[src/sv/owm_pkg.sv]
`default_nettype none

package owm_pkg;

	localparam int unsigned REG_W     = 10;
	localparam int unsigned REG_IDX_W = 3;

	typedef enum logic [1:0] {
		OP_NONE  = 2'd0,
		OP_RESET = 2'd1,
		OP_WRITE = 2'd2,
		OP_READ  = 2'd3
	} op_t;

	typedef enum logic [REG_IDX_W-1:0] {
		REG_RESET_LOW     = 3'd0,
		REG_PRESENCE_WAIT = 3'd1,
		REG_WRITE_ONE_LOW = 3'd2,
		REG_SLOT          = 3'd3,
		REG_RECOVERY      = 3'd4,
		REG_READ_LOW      = 3'd5,
		REG_READ_SAMPLE   = 3'd6,
		REG_BYTE_GAP      = 3'd7
	} reg_idx_t;

	localparam logic [REG_W-1:0] RST_RESET_LOW     = 10'd500;
	localparam logic [REG_W-1:0] RST_PRESENCE_WAIT = 10'd60;
	localparam logic [REG_W-1:0] RST_WRITE_ONE_LOW = 10'd15;
	localparam logic [REG_W-1:0] RST_SLOT          = 10'd60;
	localparam logic [REG_W-1:0] RST_RECOVERY      = 10'd1;
	localparam logic [REG_W-1:0] RST_READ_LOW      = 10'd1;
	localparam logic [REG_W-1:0] RST_READ_SAMPLE   = 10'd2;
	localparam logic [REG_W-1:0] RST_BYTE_GAP      = 10'd200;

	typedef struct packed {
		logic [REG_W-1:0] reset_low_ticks;
		logic [REG_W-1:0] presence_wait_ticks;
		logic [REG_W-1:0] write_one_low_ticks;
		logic [REG_W-1:0] slot_ticks;
		logic [REG_W-1:0] recovery_ticks;
		logic [REG_W-1:0] read_low_ticks;
		logic [REG_W-1:0] read_sample_ticks;
		logic [REG_W-1:0] byte_gap_ticks;
	} cfg_t;

	typedef struct packed {
		logic       drive_low;
		logic       busy_res;
		logic       done_res;
		logic       presence;
		logic [7:0] rx_byte;
	} res_t;

endpackage

`default_nettype wire

[src/sv/owm_if.sv]
`default_nettype none

interface owm_cmd_if;
	logic       valid;
	logic       ready;
	logic [1:0] opcode;
	logic [7:0] tx_byte;
	logic       line_in;

	modport source(output valid, output opcode, output tx_byte, output line_in, input ready);
	modport sink(input valid, input opcode, input tx_byte, input line_in, output ready);
endinterface

interface owm_res_if;
	logic       valid;
	logic       ready;
	logic       drive_low;
	logic       busy_res;
	logic       done_res;
	logic       presence;
	logic [7:0] rx_byte;

	modport source(output valid, output drive_low, output busy_res, output done_res,
		output presence, output rx_byte, input ready);
	modport sink(input valid, input drive_low, input busy_res, input done_res,
		input presence, input rx_byte, output ready);
endinterface

`default_nettype wire

[src/sv/onewire_bus_master.sv]
// 1-Wire bus master, one command word per microsecond tick.
// cmd channel: each word is one tick and carries an opcode (none, reset,
// write byte, read byte), the byte to send and the sampled bus level.
// A command is taken only while no operation runs; otherwise it is ignored.
// res channel: one word per cmd word, with drive_low for the open-drain
// pad (1 pulls low, 0 releases to the pull-up), busy, a done strobe on the
// last tick of an operation, presence after a reset pulse and the received
// byte after a read (both zero outside done).
// Timing registers are written through cfg_we/cfg_idx/cfg_data; the user must write them only while
// no operation is running, as the block itself does not enforce it.
// res valid rises in the cycle after a cmd word is accepted, from the single result register after
// the sequencer; one word per cycle is sustained while the res sink takes each word.
// A stalled res sink holds the result register; cmd.ready drops until the
// word is taken, so no tick is lost and the bus timing pauses with it.
// Reset returns the sequencer to idle, empties the result register and
// loads the default timing (500, 60, 15, 60, 1, 1, 2, 200 ticks).
`default_nettype none

module onewire_bus_master #(
	parameter int unsigned COUNT_WIDTH = 10
) (
	input  wire logic                          clk,
	input  wire logic                          arst_n,
	owm_cmd_if.sink                            cmd,
	owm_res_if.source                          res,
	input  wire logic                          cfg_we,
	input  wire logic [owm_pkg::REG_IDX_W-1:0] cfg_idx,
	input  wire logic [owm_pkg::REG_W-1:0]     cfg_data
);

	owm_pkg::cfg_t cfg;
	owm_pkg::res_t seq_res;
	owm_pkg::res_t res_q;
	logic          res_valid_q;
	logic          accept;

	assign cmd.ready = ~res_valid_q | res.ready;
	assign accept    = cmd.valid & cmd.ready;

	owm_cfg_regs u_cfg (
		.clk    (clk),
		.arst_n (arst_n),
		.we     (cfg_we),
		.idx    (cfg_idx),
		.data   (cfg_data),
		.cfg    (cfg)
	);

	owm_seq #(
		.COUNT_WIDTH (COUNT_WIDTH)
	) u_seq (
		.clk     (clk),
		.arst_n  (arst_n),
		.step    (accept),
		.opcode  (cmd.opcode),
		.tx_byte (cmd.tx_byte),
		.line_in (cmd.line_in),
		.cfg     (cfg),
		.res     (seq_res)
	);

	always_ff @(posedge clk or negedge arst_n) begin
		if (!arst_n) begin
			res_valid_q <= 1'b0;
		end else if (accept) begin
			res_valid_q <= 1'b1;
		end else if (res.ready) begin
			res_valid_q <= 1'b0;
		end
	end

	always_ff @(posedge clk) begin
		if (accept) begin
			res_q <= seq_res;
		end
	end

	assign res.valid     = res_valid_q;
	assign res.drive_low = res_q.drive_low;
	assign res.busy_res  = res_q.busy_res;
	assign res.done_res  = res_q.done_res;
	assign res.presence  = res_q.presence;
	assign res.rx_byte   = res_q.rx_byte;

	a_accept_gives_word: assert property (@(posedge clk) disable iff (!arst_n)
		accept |=> res.valid)
		else $error("accepted word produced no result");

	a_drive_needs_busy: assert property (@(posedge clk) disable iff (!arst_n)
		res.valid && (res.drive_low || res.done_res) |-> res.busy_res)
		else $error("bus driven or done outside an operation");

	a_presence_on_done: assert property (@(posedge clk) disable iff (!arst_n)
		res.valid && res.presence |-> res.done_res && res.rx_byte == 8'd0)
		else $error("presence outside done of a reset");

	a_rx_on_done: assert property (@(posedge clk) disable iff (!arst_n)
		res.valid && res.rx_byte != 8'd0 |-> res.done_res && !res.drive_low)
		else $error("received byte outside done of a read");

	a_stall_holds: assert property (@(posedge clk) disable iff (!arst_n)
		res.valid && !res.ready |-> !cmd.ready)
		else $error("command taken while result stalled");

endmodule

`default_nettype wire

[src/sv/owm_cfg_regs.sv]
`default_nettype none

module owm_cfg_regs (
	input  wire logic                           clk,
	input  wire logic                           arst_n,
	input  wire logic                           we,
	input  wire logic [owm_pkg::REG_IDX_W-1:0]  idx,
	input  wire logic [owm_pkg::REG_W-1:0]      data,
	output owm_pkg::cfg_t                       cfg
);

	owm_pkg::cfg_t cfg_q;

	always_ff @(posedge clk or negedge arst_n) begin
		if (!arst_n) begin
			cfg_q.reset_low_ticks     <= owm_pkg::RST_RESET_LOW;
			cfg_q.presence_wait_ticks <= owm_pkg::RST_PRESENCE_WAIT;
			cfg_q.write_one_low_ticks <= owm_pkg::RST_WRITE_ONE_LOW;
			cfg_q.slot_ticks          <= owm_pkg::RST_SLOT;
			cfg_q.recovery_ticks      <= owm_pkg::RST_RECOVERY;
			cfg_q.read_low_ticks      <= owm_pkg::RST_READ_LOW;
			cfg_q.read_sample_ticks   <= owm_pkg::RST_READ_SAMPLE;
			cfg_q.byte_gap_ticks      <= owm_pkg::RST_BYTE_GAP;
		end else if (we) begin
			case (owm_pkg::reg_idx_t'(idx))
				owm_pkg::REG_RESET_LOW:     cfg_q.reset_low_ticks     <= data;
				owm_pkg::REG_PRESENCE_WAIT: cfg_q.presence_wait_ticks <= data;
				owm_pkg::REG_WRITE_ONE_LOW: cfg_q.write_one_low_ticks <= data;
				owm_pkg::REG_SLOT:          cfg_q.slot_ticks          <= data;
				owm_pkg::REG_RECOVERY:      cfg_q.recovery_ticks      <= data;
				owm_pkg::REG_READ_LOW:      cfg_q.read_low_ticks      <= data;
				owm_pkg::REG_READ_SAMPLE:   cfg_q.read_sample_ticks   <= data;
				owm_pkg::REG_BYTE_GAP:      cfg_q.byte_gap_ticks      <= data;
				default: ;
			endcase
		end
	end

	assign cfg = cfg_q;

endmodule

`default_nettype wire

[src/sv/owm_seq.sv]
`default_nettype none

module owm_seq #(
	parameter int unsigned COUNT_WIDTH = 10
) (
	input  wire logic          clk,
	input  wire logic          arst_n,
	input  wire logic          step,
	input  wire logic [1:0]    opcode,
	input  wire logic [7:0]    tx_byte,
	input  wire logic          line_in,
	input  wire owm_pkg::cfg_t cfg,
	output owm_pkg::res_t      res
);

	localparam int unsigned RW = owm_pkg::REG_W;
	localparam int unsigned LW = ((COUNT_WIDTH > RW) ? COUNT_WIDTH : RW) + 1;
	localparam logic [LW-1:0] LEN_LIM = LW'(1) << COUNT_WIDTH;

	typedef enum logic [2:0] {
		PH_IDLE  = 3'd0,
		PH_LOW   = 3'd1,
		PH_WAIT  = 3'd2,
		PH_REST  = 3'd3,
		PH_RECOV = 3'd4,
		PH_GAP   = 3'd5
	} phase_t;

	phase_t                 phase_q;
	logic [COUNT_WIDTH-1:0] tick_q;
	logic [2:0]             bit_q;
	logic [7:0]             sr_q;
	owm_pkg::op_t           op_q;
	logic                   pres_q;

	phase_t                 c_ph, n_ph;
	logic [COUNT_WIDTH-1:0] c_tc, n_tc;
	logic [2:0]             c_bi, n_bi;
	logic [7:0]             c_sr, n_sr;
	owm_pkg::op_t           c_op, in_op;
	logic                   c_pf, n_pf;
	logic [RW-1:0]          low_w, rest_w, rest_r, cur_len;
	logic [RW:0]            used_r;
	logic [LW-1:0]          len_x, len_c, tc_p1;
	logic                   ph_end, bit_end, fin;

	function automatic logic [RW-1:0] max1(input logic [RW-1:0] v);
		return (v == '0) ? RW'(1) : v;
	endfunction

	assign in_op = owm_pkg::op_t'(opcode);

	always_comb begin
		c_ph = phase_q;
		c_tc = tick_q;
		c_bi = bit_q;
		c_sr = sr_q;
		c_op = op_q;
		c_pf = pres_q;
		if (phase_q == PH_IDLE && in_op != owm_pkg::OP_NONE) begin
			c_op = in_op;
			c_tc = '0;
			c_bi = '0;
			c_sr = (in_op == owm_pkg::OP_WRITE) ? tx_byte : 8'd0;
			c_pf = 1'b0;
			if (in_op == owm_pkg::OP_READ && cfg.byte_gap_ticks != '0) begin
				c_ph = PH_GAP;
			end else begin
				c_ph = PH_LOW;
			end
		end

		// slot arithmetic
		low_w  = max1(c_sr[0] ? cfg.write_one_low_ticks : cfg.slot_ticks);
		rest_w = (cfg.slot_ticks > low_w) ? cfg.slot_ticks - low_w : '0;
		used_r = {1'b0, max1(cfg.read_low_ticks)} + {1'b0, max1(cfg.read_sample_ticks)};
		rest_r = ({1'b0, cfg.slot_ticks} > used_r) ? cfg.slot_ticks - used_r[RW-1:0] : '0;

		case (c_ph)
			PH_LOW: begin
				case (c_op)
					owm_pkg::OP_RESET: cur_len = max1(cfg.reset_low_ticks);
					owm_pkg::OP_WRITE: cur_len = low_w;
					default:           cur_len = max1(cfg.read_low_ticks);
				endcase
			end
			PH_WAIT: cur_len = max1((c_op == owm_pkg::OP_RESET) ?
				cfg.presence_wait_ticks : cfg.read_sample_ticks);
			PH_REST:  cur_len = (c_op == owm_pkg::OP_WRITE) ? rest_w : rest_r;
			PH_RECOV: cur_len = cfg.recovery_ticks;
			PH_GAP:   cur_len = cfg.byte_gap_ticks;
			default:  cur_len = RW'(1);
		endcase

		len_x  = LW'(cur_len);
		len_c  = (len_x > LEN_LIM) ? LEN_LIM : len_x;
		tc_p1  = LW'(c_tc) + LW'(1);
		ph_end = tc_p1 >= len_c;

		n_ph    = c_ph;
		n_tc    = c_tc;
		n_bi    = c_bi;
		n_sr    = c_sr;
		n_pf    = c_pf;
		bit_end = 1'b0;
		fin     = 1'b0;
		res     = '0;

		if (c_ph != PH_IDLE) begin
			res.busy_res  = 1'b1;
			res.drive_low = (c_ph == PH_LOW);
			if (ph_end) begin
				n_tc = '0;
				if (c_ph == PH_WAIT) begin
					if (c_op == owm_pkg::OP_RESET) begin
						n_pf = ~line_in;
					end else begin
						n_sr = {line_in, c_sr[7:1]};
					end
				end
				// leave the phase, skipping any that last no ticks
				case (c_ph)
					PH_LOW: begin
						if (c_op == owm_pkg::OP_WRITE) begin
							if (rest_w != '0) begin
								n_ph = PH_REST;
							end else if (cfg.recovery_ticks != '0) begin
								n_ph = PH_RECOV;
							end else begin
								bit_end = 1'b1;
							end
						end else begin
							n_ph = PH_WAIT;
						end
					end
					PH_WAIT: begin
						if (c_op != owm_pkg::OP_READ) begin
							fin = 1'b1;
						end else if (rest_r != '0) begin
							n_ph = PH_REST;
						end else begin
							bit_end = 1'b1;
						end
					end
					PH_REST: begin
						if (c_op == owm_pkg::OP_WRITE && cfg.recovery_ticks != '0) begin
							n_ph = PH_RECOV;
						end else begin
							bit_end = 1'b1;
						end
					end
					PH_RECOV: bit_end = 1'b1;
					PH_GAP:   n_ph = PH_LOW;
					default:  fin = 1'b1;
				endcase
				if (bit_end) begin
					if (c_op == owm_pkg::OP_WRITE) begin
						n_sr = {1'b0, n_sr[7:1]};
					end
					if (c_bi == 3'd7) begin
						fin = 1'b1;
					end else begin
						n_bi = c_bi + 3'd1;
						n_ph = PH_LOW;
					end
				end
				if (fin) begin
					res.done_res = 1'b1;
					res.presence = (c_op == owm_pkg::OP_RESET) ? n_pf : 1'b0;
					res.rx_byte  = (c_op == owm_pkg::OP_READ) ? n_sr : 8'd0;
					n_ph         = PH_IDLE;
				end
			end else begin
				n_tc = c_tc + COUNT_WIDTH'(1);
			end
		end
	end

	always_ff @(posedge clk or negedge arst_n) begin
		if (!arst_n) begin
			phase_q <= PH_IDLE;
			tick_q  <= '0;
			bit_q   <= '0;
			sr_q    <= '0;
			op_q    <= owm_pkg::OP_NONE;
			pres_q  <= 1'b0;
		end else if (step) begin
			phase_q <= n_ph;
			tick_q  <= n_tc;
			bit_q   <= n_bi;
			sr_q    <= n_sr;
			op_q    <= c_op;
			pres_q  <= n_pf;
		end
	end

endmodule

`default_nettype wire

[src/flat_wrapper.sv]
// flat-port wrapper written by rule: the top's interface ports become plain ports
module onewire_bus_master_flat 
#(
	parameter int unsigned COUNT_WIDTH = 10
)
  (clk, arst_n, cfg_we, cfg_idx, cfg_data, cmd_valid, cmd_opcode, cmd_tx_byte, cmd_line_in, cmd_ready, res_valid, res_drive_low, res_busy_res, res_done_res, res_presence, res_rx_byte, res_ready);
  owm_cmd_if cmd_i ();
  owm_res_if res_i ();
  input  wire logic clk;
  input  wire logic arst_n;
  input  wire logic cfg_we;
  input  wire logic [owm_pkg::REG_IDX_W-1:0] cfg_idx;
  input  wire logic [owm_pkg::REG_W-1:0] cfg_data;
  input wire logic [$bits(cmd_i.valid)-1:0] cmd_valid;
  input wire logic [$bits(cmd_i.opcode)-1:0] cmd_opcode;
  input wire logic [$bits(cmd_i.tx_byte)-1:0] cmd_tx_byte;
  input wire logic [$bits(cmd_i.line_in)-1:0] cmd_line_in;
  output wire logic [$bits(cmd_i.ready)-1:0] cmd_ready;
  output wire logic [$bits(res_i.valid)-1:0] res_valid;
  output wire logic [$bits(res_i.drive_low)-1:0] res_drive_low;
  output wire logic [$bits(res_i.busy_res)-1:0] res_busy_res;
  output wire logic [$bits(res_i.done_res)-1:0] res_done_res;
  output wire logic [$bits(res_i.presence)-1:0] res_presence;
  output wire logic [$bits(res_i.rx_byte)-1:0] res_rx_byte;
  input wire logic [$bits(res_i.ready)-1:0] res_ready;
  assign cmd_i.valid = cmd_valid;
  assign cmd_i.opcode = cmd_opcode;
  assign cmd_i.tx_byte = cmd_tx_byte;
  assign cmd_i.line_in = cmd_line_in;
  assign cmd_ready = cmd_i.ready;
  assign res_valid = res_i.valid;
  assign res_drive_low = res_i.drive_low;
  assign res_busy_res = res_i.busy_res;
  assign res_done_res = res_i.done_res;
  assign res_presence = res_i.presence;
  assign res_rx_byte = res_i.rx_byte;
  assign res_i.ready = res_ready;
  onewire_bus_master #(.COUNT_WIDTH(COUNT_WIDTH)) u_core (.clk(clk), .arst_n(arst_n), .cmd(cmd_i), .res(res_i), .cfg_we(cfg_we), .cfg_idx(cfg_idx), .cfg_data(cfg_data));
endmodule
[config.mk]
export PLATFORM = sky130hd
export DESIGN_NAME = onewire_bus_master_flat
export DESIGN_NICKNAME = d
export VERILOG_FILES = /design/src/sv/owm_pkg.sv /design/src/sv/owm_if.sv /design/src/sv/onewire_bus_master.sv /design/src/sv/owm_cfg_regs.sv /design/src/sv/owm_seq.sv /design/src/flat_wrapper.sv
export SDC_FILE = /design/constraint.sdc
export NUM_CORES = 1
export LEC_CHECK = 0
export ABC_AREA = 1
export BUFFER_PORTS_ARGS = -buffer_cell sky130_fd_sc_hd__buf_4
export CAP_MARGIN = 20
export CORE_ASPECT_RATIO = 0.9
export CORE_MARGIN = 4
export CORE_UTILIZATION = 44
export CTS_BUF_LIST = sky130_fd_sc_hd__clkbuf_16
export DETAILED_ROUTE_END_ITERATION = 7
export GPL_TIMING_DRIVEN = 0
export PLACE_DENSITY_LB_ADDON = 0.25
export SYNTH_ARGS = -nofsm -noshare
export SYNTH_HDL_FRONTEND = slang
export SYNTH_SLANG_ARGS = --single-unit
[constraint.sdc]
create_clock -name clk -period 6.5 [get_ports clk]
set_input_delay 1.3 -clock clk [delete_from_list [all_inputs] [get_ports clk]]
set_output_delay 1.3 -clock clk [all_outputs]
set_load 0.005 [all_outputs]
# Yosys cells after proc, flatten, opt, wreduce, memory -nomap -nowiden
# Index checks and enable logic that the tools add are counted.
word_totals:
  register_bits: 120
  latchBits: 0
  mem_bits_rw: 0
  romBits: 0
  output_inout_bits: 14
  wordCells: 153
  n_memories: 0
op_classes:
  add_sub_neg: 6
  n_mul: 0
  div_mod_pow: 0
  n_lt_le_gt_ge: 4
  n_eq_ne: 19
  shifts: 0
  n_mux: 71
  bitwise_logic: 4
  n_reduce_logical: 29
op_table:
  columns: ["operator", "n"]
  rows:
  - ["10-bit 2-to-1 mux", 15]
  - ["8-bit 2-to-1 mux", 9]
  - ["3-bit 2-to-1 mux", 18]
  - ["10-bit logical NOT", 5]
  - ["10-bit one-hot mux with 5 select lines", 1]
  - ["10-bit nonzero test", 4]
  - ["11-bit 2-to-1 mux", 2]
  - ["3-bit == test, second input constant", 7]
  - ["1-bit 2-to-1 mux", 21]
  - ["10-bit one-hot mux with 2 select lines", 1]
  - ["10-bit subtractor", 2]
  - ["2-bit AND reduction", 9]
  - ["3-bit by 2-bit == test with 1-bit output, second input constant", 4]
  - ["3-bit one-hot mux with 4 select lines", 1]
  - ["10-bit by 1-bit adder with 11-bit output, second input constant", 1]
  - ["10-bit by 10-bit adder with 11-bit output", 1]
  - ["11-bit greater-or-equal comparator", 1]
  - ["10-bit by 11-bit > comparator with 1-bit output", 1]
  - ["10-bit by 11-bit > comparator with 1-bit output, second input constant", 1]
  - ["10-bit by 1-bit adder with 10-bit output, second input constant", 1]
  - ["10-bit > comparator", 1]
  - ["2-bit == test, second input constant", 4]
  - ["4-bit AND reduction", 2]
  - ["3-bit by 1-bit == test with 1-bit output, second input constant", 2]
  - ["14 further kinds", 19]

# Longest topological paths before layout
# Gate-level depths: netlist (run 1).
depth:
  word_depth: 21
  ltp_mapped: 42
  mapped_depth_nobuf: 40

# By module
# A second synthesis (run 1) with hierarchy kept.
unflattened:
  cells_unflattened: 1315
  area_unflattened_um2: 9111.2
by_module_without_submodules:
  columns: ["mod", "instances", "cells_each", "area_per_inst_um2", "seq_area_each_um2"]
  rows:
  - ["owm_seq", 1, 932, 5395.2, 675.6]
  - ["owm_cfg_regs", 1, 365, 3310.7, 2031.9]
  - ["onewire_bus_master", 1, 18, 405.4, 385.4]

# Worst setup path after synthesis (run 1)
# No wires, ideal clock.
synth_timing:
  path_kind: "input -> register"
  startpoint: "in cmd_opcode[1]"
  endpoint: "reg u_core.u_seq.sr_q[7]"
  arrival_ns: 6.025
  required_time_ns: 6.378
  slack_ns: 0.352
  cell_stages: 36
  path_buffers: 3
  cell_sequence: "nor2_1 -> nor3_2 -> nand2_4 -> inv_2 -> o21ai_2 -> buf_4 -> o21ai_0 -> nand2_1 -> o31ai_2 -> ha_1 -> inv_1 -> fa_1 -> nand3_1 -> nand3_2 -> nand2_2 -> buf_6 -> inv_1 -> nand3_1 -> a21oi_1 -> a2111oi_0 -> ha_1 -> a21oi_1 -> o21ai_0 -> nand2_1 -> nand4_1 -> nand2_1 -> nand2_1 -> o21ai_0 -> inv_1 -> o21ai_0 -> nand2_4 -> nand2_2 -> inv_2 -> buf_4 -> o21ai_0 -> o21ai_1"
synth_between:
  elab_chain_cells: 17
  elab_cells_between_ends: 51
  classes_between: "add/sub (2); order compare (3); eq/ne (10); mux (28); reduce/logical (8)"
synth_rtl:
  columns: ["item", "line_no", "source"]
  rows:
  - ["start: declaration", "flat_wrapper.sv:15", "input wire logic [$bits(cmd_i.opcode)-1:0] cmd_opcode;"]
  - ["parallel branches: the longest is 16 deep, another holds 10-bit by 11-bit > comparator with 1-bit output", null, null]
  - ["8-bit 2-to-1 mux *", "owm_seq.sv:109", "if (c_ph != PH_IDLE) begin"]
  - ["end signal: assignment", "owm_seq.sv:191", "sr_q <= n_sr;"]
  - ["end: declaration", "owm_seq.sv:32", "logic [7:0] sr_q;"]
# Mark *: on every way between the ends. The select of a mux whose other input is x is not followed.
# A chain may end at the register's enable or synchronous reset.

# Worst setup path in the final report (run 1)
layout_timing:
  startpoint: "in cmd_opcode[1]"
  endpoint: "reg u_core.u_seq.sr_q[3]"
# The elaborated chain is that of the path after synthesis.

==> out/qor.yml, run 1 <==
power:
  power.leakage_nw: 5.098
  cellPowerDensity_nw_per_um2: 619.6
  vdd.ir_drop.worst_v: 0.0002656
clocking:
  clkSinkCount: 120
  clockBufferDepth: 2
  cts_tree: "yes"
  cts-root-buf: "clkbuf_16"
  clk_pin_slew_ns: 0.06
  clk-insertion-delay-late_ns: 0.43
  numCtsBuffers: 17
  cts-htree-levels: 4
floorplanning:
  design.core.area_sq_um: 19930
  die_y_um: 143.0
  fp-row-count: 49
  start_util_pct: 44.70
  dieArea_sq_um: 22580
  die_w_um: 158.0
  ios: 43
synthesis:
  ys_types: 56
  synth_edf_count: 12
  synth_area_sq_um: 8906
  yosysSeqAreaShare_pct: 34.73
  avgSynthCellArea_sq_um: 7.125
  synth_cells: 1250
  yosysTopAreaCell: "dfrtp_1"
  async_flop_share_pct: 90.00
  ys_warn_count: 0
  syn_nets: 1327
  synth_top_area_share_pct: 23.60
  synth-seq-cells: 120
  synthTopCellsByArea: "dfrtp_1 (24%), nand2_1 (14%), o21ai_0 (8.1%)"
  yosys_most_used_dff: "dfrtp_1"
sta:
  setup_viol: 0
  fin_tns_setup_ns: 0
  setup_ws_ns: 0.1840
  max_freq_mhz: 158.3
  period_minus_slack_ns: 6.316
  final.period_utilization_pct: 97.17
  hold_viol_final: 0
  report.final.slew_viol_count: 0
  fin_skew_ns: 0.008741
  slew_headroom_pct: 42.15
  tightest_slew_ns: 0.8656
  hold_ws_ns: 0.4861
run_status:
  status: "completed"
place:
  io_buffers: 42
  gp_congestion: 0.9683
  place_ws_ns: -1.669
  dpl.hpwl_mm: 20.65
worst_setup_path:
  critPathMaxFanout: 10
  max_stage_delay_ns: 0.78
  r2r_slack_ns: 0.48
  worstPathRequired_ns: 6.87
  path_class: "in -> reg"
  crit_slowest_cell: "a2111oi_1"
  r2r-start: "u_core.u_cfg.cfg[22]$_DFFE_PN0P_"
  crit_path_frequent_cell: "nand2_1"
  worstPathArrival_ns: 6.68
  crit_start: "cmd_opcode[1]"
  worst_setup_path_end_kind: "flop"
  crit_path_start_kind: "input pin"
detailed_routing:
  num_vias: 8730
  drc_errors: 0
  wl_per_cell_um: 17.61
  postRouteAntennaNets: 0
  drt_iter0_drc: 918
  viasPerCell: 5.470
  wl_mm: 28.10
  drt_pass1_iterations: 5
hold_path:
  hold_class: "reg -> reg"
  min-delay-start: "u_core.u_seq.sr_q[4]$_DFFE_PN0P_"
layout:
  area_growth_pct: 18.42
  diodes: 0
  regArea_sq_um: 3097
  layout-drive-gt1-share_pct: 18.79
  nNetsFinal: 1405
  final_common_cell: "nand2_1"
  final_util_pct: 52.93
  final_cell_mix: "nand2_1 (341), inv_1 (152), o21ai_0 (132)"
  fillers: 1910
  multi_input_area_sq_um: 5126
global_route:
  grt-ovfl-total: 0
  grt_max_degree: 69
  grt_pass1_wl_mm: 43.87
  first_global_vias: 8007
  grt_usage_pct: 25.25
  antenna_found_initial: 0
flow_run:
  drv_cap: 0
where the power goes:
group	total, W	internal, W	switching [W]
clock	0.000918	0.000519	0.000399
sequential	0.00114	0.000971	0.000172
combinational	0.00447	0.00159	0.00288
critical path, delay by kind of cell:
| kind | cells | cell delay (ns) |
|---|---|---|
| AO/OA/AOI/OAI | 9 | 2.12 |
| adder cells (fa/ha/maj) | 3 | 0.97 |
| buffers and inverters | 7 | 0.76 |
| AND/OR/NAND/NOR | 15 | 1.51 |
routing by layer:
metal	vias up	global-route usage, %	wire, um
met5	-	1.732	0
met4	0	6.014	491
met3	49	6.000	2231
met2	316	37.89	12540
met1	4141	36.87	12840
li1	4224	-	-
cells in the mapped netlist, types with 6 or more instances:
cell type and count:
ha_1 45, xnor2_1 6, nand3b_1 7, edfxtp_1 12, dfstp_2 24, nand2_1 342, dfrtp_1 84, inv_2 13
o211ai_1 10, nand3_1 39, a21oi_1 67, nor2_1 75, a31oi_1 6, o21ai_0 145, nand2_4 6, o21ai_1 12
nor2_2 15, nand2_2 22, nor3_1 6, o21a_1 7, nor4_1 10, inv_1 152, xor2_1 13, nand4_1 10
clkbuf_1 43
area by class of cell:
| cell class | count | area share, % |
|---|---|---|
| Multi-Input combinational cell | 905 | 48.61 |
| Clock buffer | 18 | 4.271 |
| Sequential cell | 120 | 29.36 |
| Inverter | 169 | 6.122 |
| Tap cell | 255 | 3.025 |
| Clock inverter | 14 | 1.068 |
| Timing Repair Buffer | 59 | 4.793 |
| Buffer | 56 | 2.752 |
final timing paths:
| check | endpoint | cells after the start |
|---|---|---|
| hold / removal | u_core.u_seq.sr_q[4]$_DFFE_PN0P_ | 2 |
| max in group asynchronous | u_core.u_cfg.cfg[30]$_DFFE_PN1P_ | 2 |
| setup reg to reg | u_core.u_seq.sr_q[3]$_DFFE_PN0P_ | 38 |
| hold reg to reg | u_core.u_seq.sr_q[4]$_DFFE_PN0P_ | 2 |
| min in group asynchronous | u_core.u_seq.tick_q[5]$_DFFE_PN0P_ | 1 |
| setup / recovery | u_core.u_seq.sr_q[3]$_DFFE_PN0P_ | 34 |
cells by family after synthesis:
family / count (synthesis) / synth area share, %
xor+xnor: 19 / 1.869
simple gates: 554 / 27.97
flops: 120 / 34.73
compound gates: 279 / 17.58
mux: 5 / 0.5620
fa+ha+maj: 48 / 6.996
buf+inv: 225 / 10.30
flip-flops by register name, summed over array words and instances (netlist names):
signal / cells
u_core.u_seq.sr_q: 8
u_core.u_seq.pres_q: 1
u_core.res.drive_low: 1
u_core.res.presence: 1
u_core.u_cfg.cfg: 80
u_core.res.busy_res: 1
u_core.res.valid: 1
u_core.u_seq.bit_q: 3
u_core.res.rx_byte: 8
u_core.res.done_res: 1
u_core.u_seq.tick_q: 10
u_core.u_seq.op_q: 2
u_core.u_seq.phase_q: 3
stage by stage:
step / total power (W) / std cells / area (sq um)
3_5_place_dp: 0.005057 / 1549 / 9599
5_1_grt: 0.007088 / 1596 / 10550
6_report: 0.006534 / 1596 / 10550
3_3_place_gp: 0.005030 / 1547 / 9540
2_1_floorplan: 0.004010 / 1250 / 8906
4_1_cts: 0.006119 / 1582 / 10250
what timing repair did:
| action | in CTS | in global routing |
|---|---|---|
| buffers inserted | 1 | 11 |
| gates resized for setup | 24 | 47 |
| endpoints found under the setup margin | 35 | 35 |
| hold buffers | 0 | 0 |
| gates cloned | 0 | 3 |
| pin swaps | 3 | 18 |
Note: power is estimated with default switching activity, not from simulation.
==> run 2, diff against run 1 <==
--- a/config.mk
+++ b/config.mk
@@ -13,6 +13,7 @@
 export CORE_UTILIZATION = 44
 export CTS_BUF_LIST = sky130_fd_sc_hd__clkbuf_16
 export DETAILED_ROUTE_END_ITERATION = 7
+export GPL_ROUTABILITY_DRIVEN = 0
 export GPL_TIMING_DRIVEN = 0
 export PLACE_DENSITY_LB_ADDON = 0.25
 export SYNTH_ARGS = -nofsm -noshare
==> constraint.sdc (replaced) <==
create_clock -name clk -period 6.5 [get_ports clk]
set_input_delay 0.65 -clock clk [delete_from_list [all_inputs] [get_ports clk]]
set_output_delay 0.65 -clock clk [all_outputs]
set_load 0.005 [all_outputs]
==> run 2 against run 1 <==
Combinational power decreased by 6.3%. Clock-buffer cell count fell by 1. Clock skew fell by 0.0011 ns. Worst hold slack got worse by 0.34 ns. Wire length decreased by 3.1%. Fmax up 3.7%. Sequential share of layout area grew 0.42 points. Via count fell by 1.1%. Clock power up 4.5%. Global-route usage down 0.68 points. Critical path depth shrank 2. Critical endpoint unchanged.
==> out/qor.yml, run 2 (same netlist as run 1, synthesis figures left out) <==
run_status:
  status: "completed"
floorplanning:
  die_w_um: 158.0
  ios: 43
  design.core.area_sq_um: 19930
  start_util_pct: 44.70
  dieArea_sq_um: 22580
  die_y_um: 143.0
  fp-row-count: 49
detailed_routing:
  wl_per_cell_um: 17.16
  viasPerCell: 5.439
  wl_mm: 27.23
  drc_errors: 0
  postRouteAntennaNets: 0
  drt_pass1_iterations: 8
  num_vias: 8631
  drt_iter0_drc: 729
hold_path:
  hold_class: "in -> async"
clocking:
  cts_tree: "yes"
  clk_pin_slew_ns: 0.06
  numCtsBuffers: 17
  cts-htree-levels: 4
  clk-insertion-delay-late_ns: 0.43
  clockBufferDepth: 2
  clkSinkCount: 120
  cts-root-buf: "clkbuf_16"
sta:
  setup_ws_ns: 0.4086
  fin_skew_ns: 0.007606
  slew_headroom_pct: 43.49
  setup_viol: 0
  max_freq_mhz: 164.2
  report.final.slew_viol_count: 0
  final.period_utilization_pct: 93.71
  hold_viol_final: 0
  tightest_slew_ns: 0.8456
  period_minus_slack_ns: 6.091
place:
  dpl.hpwl_mm: 20.52
  io_buffers: 42
  dpl_cell_area_sq_um: 9599
  place_ws_ns: -0.9231
worst_setup_path:
  r2r_slack_ns: 0.41
  r2r-end: "u_core.u_seq.sr_q[3]$_DFFE_PN0P_"
  path_delay_family: "simple AND/OR/NAND/NOR gates"
  ff2ff_path_depth: 32
  path_buf_inv: 8
  crit_path_frequent_cell: "nand2_1"
  worstPathRequired_ns: 6.81
  crit_slowest_cell: "a2111oi_1"
  path_class: "reg -> reg"
  critPathMaxFanout: 10
  worst_setup_path_end_kind: "flop"
  crit_path_start_kind: "flop"
  r2r-start: "u_core.u_seq.phase_q[2]$_DFFE_PN0P_"
  max_stage_delay_ns: 0.68
  worstPathArrival_ns: 6.41
power:
  p_int_w: 0.002973
  power_frac_comb_pct: 66.7
  pwr-share-seq_pct: 18.1
  cellPowerDensity_nw_per_um2: 604.6
  vdd.ir_drop.worst_v: 0.0003151
  clkPwrFrac_pct: 15.2
  p_switching_w: 0.003320
  power.leakage_nw: 5.056
  p_sw_share_pct: 52.76
layout:
  layout-drive-gt1-share_pct: 17.57
  final_cell_mix: "nand2_1 (342), inv_1 (153), o21ai_0 (134)"
  design_area_sq_um: 10410
  largest_reg_flops: 80
  final_common_cell: "nand2_1"
  nNetsFinal: 1396
  area_growth_pct: 16.87
  diodes: 0
global_route:
  grt_usage_pct: 24.58
  antenna_found_initial: 0
  first_global_vias: 7965
  grt_pass1_wl_mm: 43.01
  grt_max_degree: 68
  grt-ovfl-total: 0
flow_run:
  drv_cap: 0
[run 2: worst max-delay path by stage]
stage / to / start / cells past startpoint
final: u_core.u_seq.sr_q[3]$_DFFE_PN0P_ / u_core.u_seq.phase_q[2]$_DFFE_PN0P_ / 32
after global placement: u_core.u_seq.sr_q[3]$_DFFE_PN0P_ / cmd_opcode[1] / 39
after global routing: u_core.u_seq.sr_q[4]$_DFFE_PN0P_ / u_core.u_seq.phase_q[2]$_DFFE_PN0P_ / 38
after floorplan: u_core.u_seq.sr_q[7]$_DFFE_PN0P_ / cmd_opcode[1] / 36
after detailed placement: u_core.u_seq.tick_q[6]$_DFFE_PN0P_ / cmd_opcode[1] / 36
after CTS: u_core.u_seq.sr_q[3]$_DFFE_PN0P_ / u_core.u_cfg.cfg[22]$_DFFE_PN0P_ / 41
[run 2: area by class of cell]
type / count / area [sq um]
sequential: 120 / 3100
inverter: 169 / 639.4
buffer: 56 / 285.3
multi-input combinational: 905 / 5054
clock buffer: 17 / 425.4
clock inverter: 15 / 166.4
tap: 255 / 319.1
timing repair buffer: 50 / 419.2
fill: 1938 / 9517
[run 2: repair_timing]
| action | CTS | global route |
|---|---|---|
| resized for setup | 8 | 42 |
| endpoints found under the setup margin | 35 | 35 |
| pin swaps | 1 | 11 |
| setup buffers | 0 | 6 |
| hold buffers | 0 | 0 |
[run 2: worst reg2reg max path, delay by kind of cell, from the launching register on]
kind                     cells  cell delay, ns
AND/OR/NAND/NOR             15            1.87
flip-flops                   1            0.44
adder cells (fa/ha/maj)      2            0.53
AO/OA/AOI/OAI                7            1.51
buffers and inverters        8            1.62
[run 2: stage by stage]
| stage | hold WS [ns] | TNS, ns | instances | utilization (%) | total power (W) |
|---|---|---|---|---|---|
| final | 0.1478 | 0 | 1587 | 52.24 | 0.006293 |
| after detailed placement | 0.4656 | -29.32 | 1549 | 48.18 | 0.005049 |
| after CTS | 0.1668 | 0 | 1581 | 51.30 | 0.006075 |
| after global routing | 0.1825 | -0.04219 | 1587 | 52.24 | 0.006835 |
| after global placement | 0.4608 | -29.96 | 1547 | 47.88 | 0.005016 |
| after floorplan | 0.3544 | 0 | 1250 | - | 0.004010 |
[run 2: power by group through the flow]
stage	clock, W	combinational [W]	sequential, W
6_report	0.000959	0.00419	0.00114
2_1_floorplan	0	0.00292	0.00109
4_1_cts	0.000968	0.00398	0.00113
3_3_place_gp	0	0.00389	0.00113
5_1_grt	0.00100	0.00468	0.00116
3_5_place_dp	0	0.00391	0.00114
[run 2: routing by layer]
metal,track usage [%],up-vias,wire [um]
li1,-,4207,-
met5,1.948,-,56
met4,7.316,2,681
met2,36.36,291,11890
met3,5.303,55,2025
met1,36.02,4076,12580
==> run 3, diff against run 2 <==
--- a/config.mk
+++ b/config.mk
@@ -8,13 +8,13 @@
 export ABC_AREA = 1
 export BUFFER_PORTS_ARGS = -buffer_cell sky130_fd_sc_hd__buf_4
 export CAP_MARGIN = 20
-export CORE_ASPECT_RATIO = 0.9
 export CORE_MARGIN = 4
 export CORE_UTILIZATION = 44
 export CTS_BUF_LIST = sky130_fd_sc_hd__clkbuf_16
 export DETAILED_ROUTE_END_ITERATION = 7
 export GPL_ROUTABILITY_DRIVEN = 0
 export GPL_TIMING_DRIVEN = 0
+export MAX_ROUTING_LAYER = met4
 export PLACE_DENSITY_LB_ADDON = 0.25
 export SYNTH_ARGS = -nofsm -noshare
 export SYNTH_HDL_FRONTEND = slang
==> run 3 against run 2 <==
Via count decreased by 1.4%. Wire length fell by 5.0%. Power fell by 3.7%. Non-clock buffer count fell by 6. Utilization shrank 0.14 points. Critical endpoint is now u_core.u_seq.sr_q[7]$_DFFE_PN0P_. Largest cell class unchanged.
==> out/qor.yml, run 3 (same netlist as run 1, synthesis figures left out) <==
run_status:
  status: "completed"
floorplanning:
  dieArea_sq_um: 22580
  design.core.area_sq_um: 19650
  die_w_um: 150.3
  die_y_um: 150.3
  start_util_pct: 45.31
  ios: 43
  fp-row-count: 51
sta:
  fin_skew_ns: 0.01353
  setup_viol: 0
  max_freq_mhz: 166.1
  rsz0062_at_grt: "false"
  slew_headroom_pct: 45.67
  hold_viol_final: 0
  period_minus_slack_ns: 6.020
  final.period_utilization_pct: 92.61
  hold_ws_ns: 0.2791
  tightest_slew_ns: 0.7944
  report.final.slew_viol_count: 0
layout:
  nNetsFinal: 1390
  largest_reg_flops: 80
  fillers: 2001
  area_growth_pct: 14.96
  final_common_cell: "nand2_1"
  final_util_pct: 52.09
  multi_input_area_sq_um: 4941
  layout-drive-gt1-share_pct: 15.69
  regArea_sq_um: 3093
  diodes: 0
  final_cell_mix: "nand2_1 (342), inv_1 (152), o21ai_0 (139)"
power:
  vdd.ir_drop.worst_v: 0.0002559
  cellPowerDensity_nw_per_um2: 591.9
  power.leakage_nw: 4.990
  clkPwrFrac_pct: 16.0
  p_total_w: 0.006061
  p_sw_share_pct: 52.33
  p_switching_w: 0.003172
  pwr-share-seq_pct: 18.7
  power_frac_comb_pct: 65.3
  p_int_w: 0.002889
detailed_routing:
  drt_iter0_drc: 621
  drt_pass1_iterations: 7
  drc_errors: 0
  num_vias: 8512
  wl_mm: 25.86
  viasPerCell: 5.350
  postRouteAntennaNets: 0
  wl_per_cell_um: 16.25
hold_path:
  hold_class: "in -> async"
clocking:
  cts_tree: "yes"
  clkSinkCount: 120
  cts-root-buf: "clkbuf_16"
  numCtsBuffers: 17
  cts-htree-levels: 4
  clk-insertion-delay-late_ns: 0.43
  clockBufferDepth: 2
  hold_buffers: 0
  clk_pin_slew_ns: 0.07
  cts_setup_buffers: 0
worst_setup_path:
  worstPathArrival_ns: 6.33
  r2r-start: "u_core.u_cfg.cfg[22]$_DFFE_PN0P_"
  crit_start: "u_core.u_cfg.cfg[22]$_DFFE_PN0P_"
  r2r_slack_ns: 0.48
  max_stage_delay_ns: 0.48
  worst_setup_path_end_kind: "flop"
  ff2ff_path_depth: 37
  crit_path_frequent_cell: "inv_1"
  critPathMaxFanout: 10
  path_class: "reg -> reg"
  r2r-end: "u_core.u_seq.sr_q[7]$_DFFE_PN0P_"
  crit_slowest_cell: "dfrtp_1"
  crit_path_start_kind: "flop"
  crit_end: "u_core.u_seq.sr_q[7]$_DFFE_PN0P_"
  worstPathRequired_ns: 6.81
global_route:
  first_global_vias: 8017
  grt_pass1_wl_mm: 41.30
  grt_usage_pct: 24.11
  grt-ovfl-total: 0
  grt_max_degree: 59
  antenna_found_initial: 0
flow_run:
  drv_cap: 0
place:
  dpl.hpwl_mm: 19.57
  io_buffers: 42
## run 3: cell count changes in the layout (fill, tap and decap cells not counted), moves of 5 or more
cell	before	now
dfrtp_1	78	84
dfrtp_2	6	0
o21ai_0	134	139
o21ai_2	14	8
## run 3: repair_timing
item	CTS	global route
gates resized for setup	2	16
endpoints found under the setup margin	35	35
pin swaps	0	3
## run 3: metrics by stage
stage	cells	area, sq um	setup TNS, ns	setup slack, ns
2_1_floorplan	1250	8906	0	1.002
3_3_place_gp	1557	9553	-17.22	-0.5716
3_5_place_dp	1558	9580	-24.80	-0.7798
4_1_cts	1590	10180	0	0.009706
5_1_grt	1591	10240	0	0.01345
6_report	1591	10240	0	0.4801
## run 3: worst min path at each step
stage / startpoint / slack, ns / end
after CTS: arst_n / 0.30 / u_core.u_seq.tick_q[2]$_DFFE_PN0P_
after global routing: arst_n / 0.33 / u_core.u_seq.tick_q[2]$_DFFE_PN0P_
after global placement: u_core.u_cfg.cfg[54]$_DFFE_PN0P_ / 0.46 / u_core.u_cfg.cfg[54]$_DFFE_PN0P_
after floorplan: arst_n / 0.35 / u_core.res.valid$_DFFE_PN0P_
final: arst_n / 0.28 / u_core.u_seq.tick_q[2]$_DFFE_PN0P_
after detailed placement: u_core.u_seq.sr_q[4]$_DFFE_PN0P_ / 0.47 / u_core.u_seq.sr_q[4]$_DFFE_PN0P_
## run 3: layer usage
layer  track usage, %  up-vias  share of wire, %
li1                 -     4197                 -
met1            31.29     3993                44
met2            38.44      272                47
met3            3.763       50               6.0
met4            8.646        0               2.9
met5                -        -                 0
## run 3: power by group through the flow
stage,combinational (W),clock [W],sequential (W)
floorplan,0.00292,0,0.00109
global placement,0.00376,0,0.00113
detailed placement,0.00382,0,0.00114
CTS,0.00385,0.000974,0.00113
global route,0.00446,0.00101,0.00115
finish,0.00396,0.000967,0.00113
## run 3: area by class of cell
class | count | area share (%)
Inverter | 169 | 6.245
Clock inverter | 15 | 1.686
Clock buffer | 17 | 4.155
Tap cell | 265 | 3.238
Timing Repair Buffer | 44 | 3.458
Multi-Input combinational cell | 905 | 48.26
Sequential cell | 120 | 30.21
Buffer | 56 | 2.750
## run 3: worst max-delay path, delay by kind of cell, from the launching register on
family	cells	cell delay [ns]
AO/OA/AOI/OAI	11	1.91
XOR/XNOR	1	0.26
adder cells (fa/ha/maj)	4	1.20
buffers and inverters	8	0.65
flip-flops	1	0.48
AND/OR/NAND/NOR	13	1.40
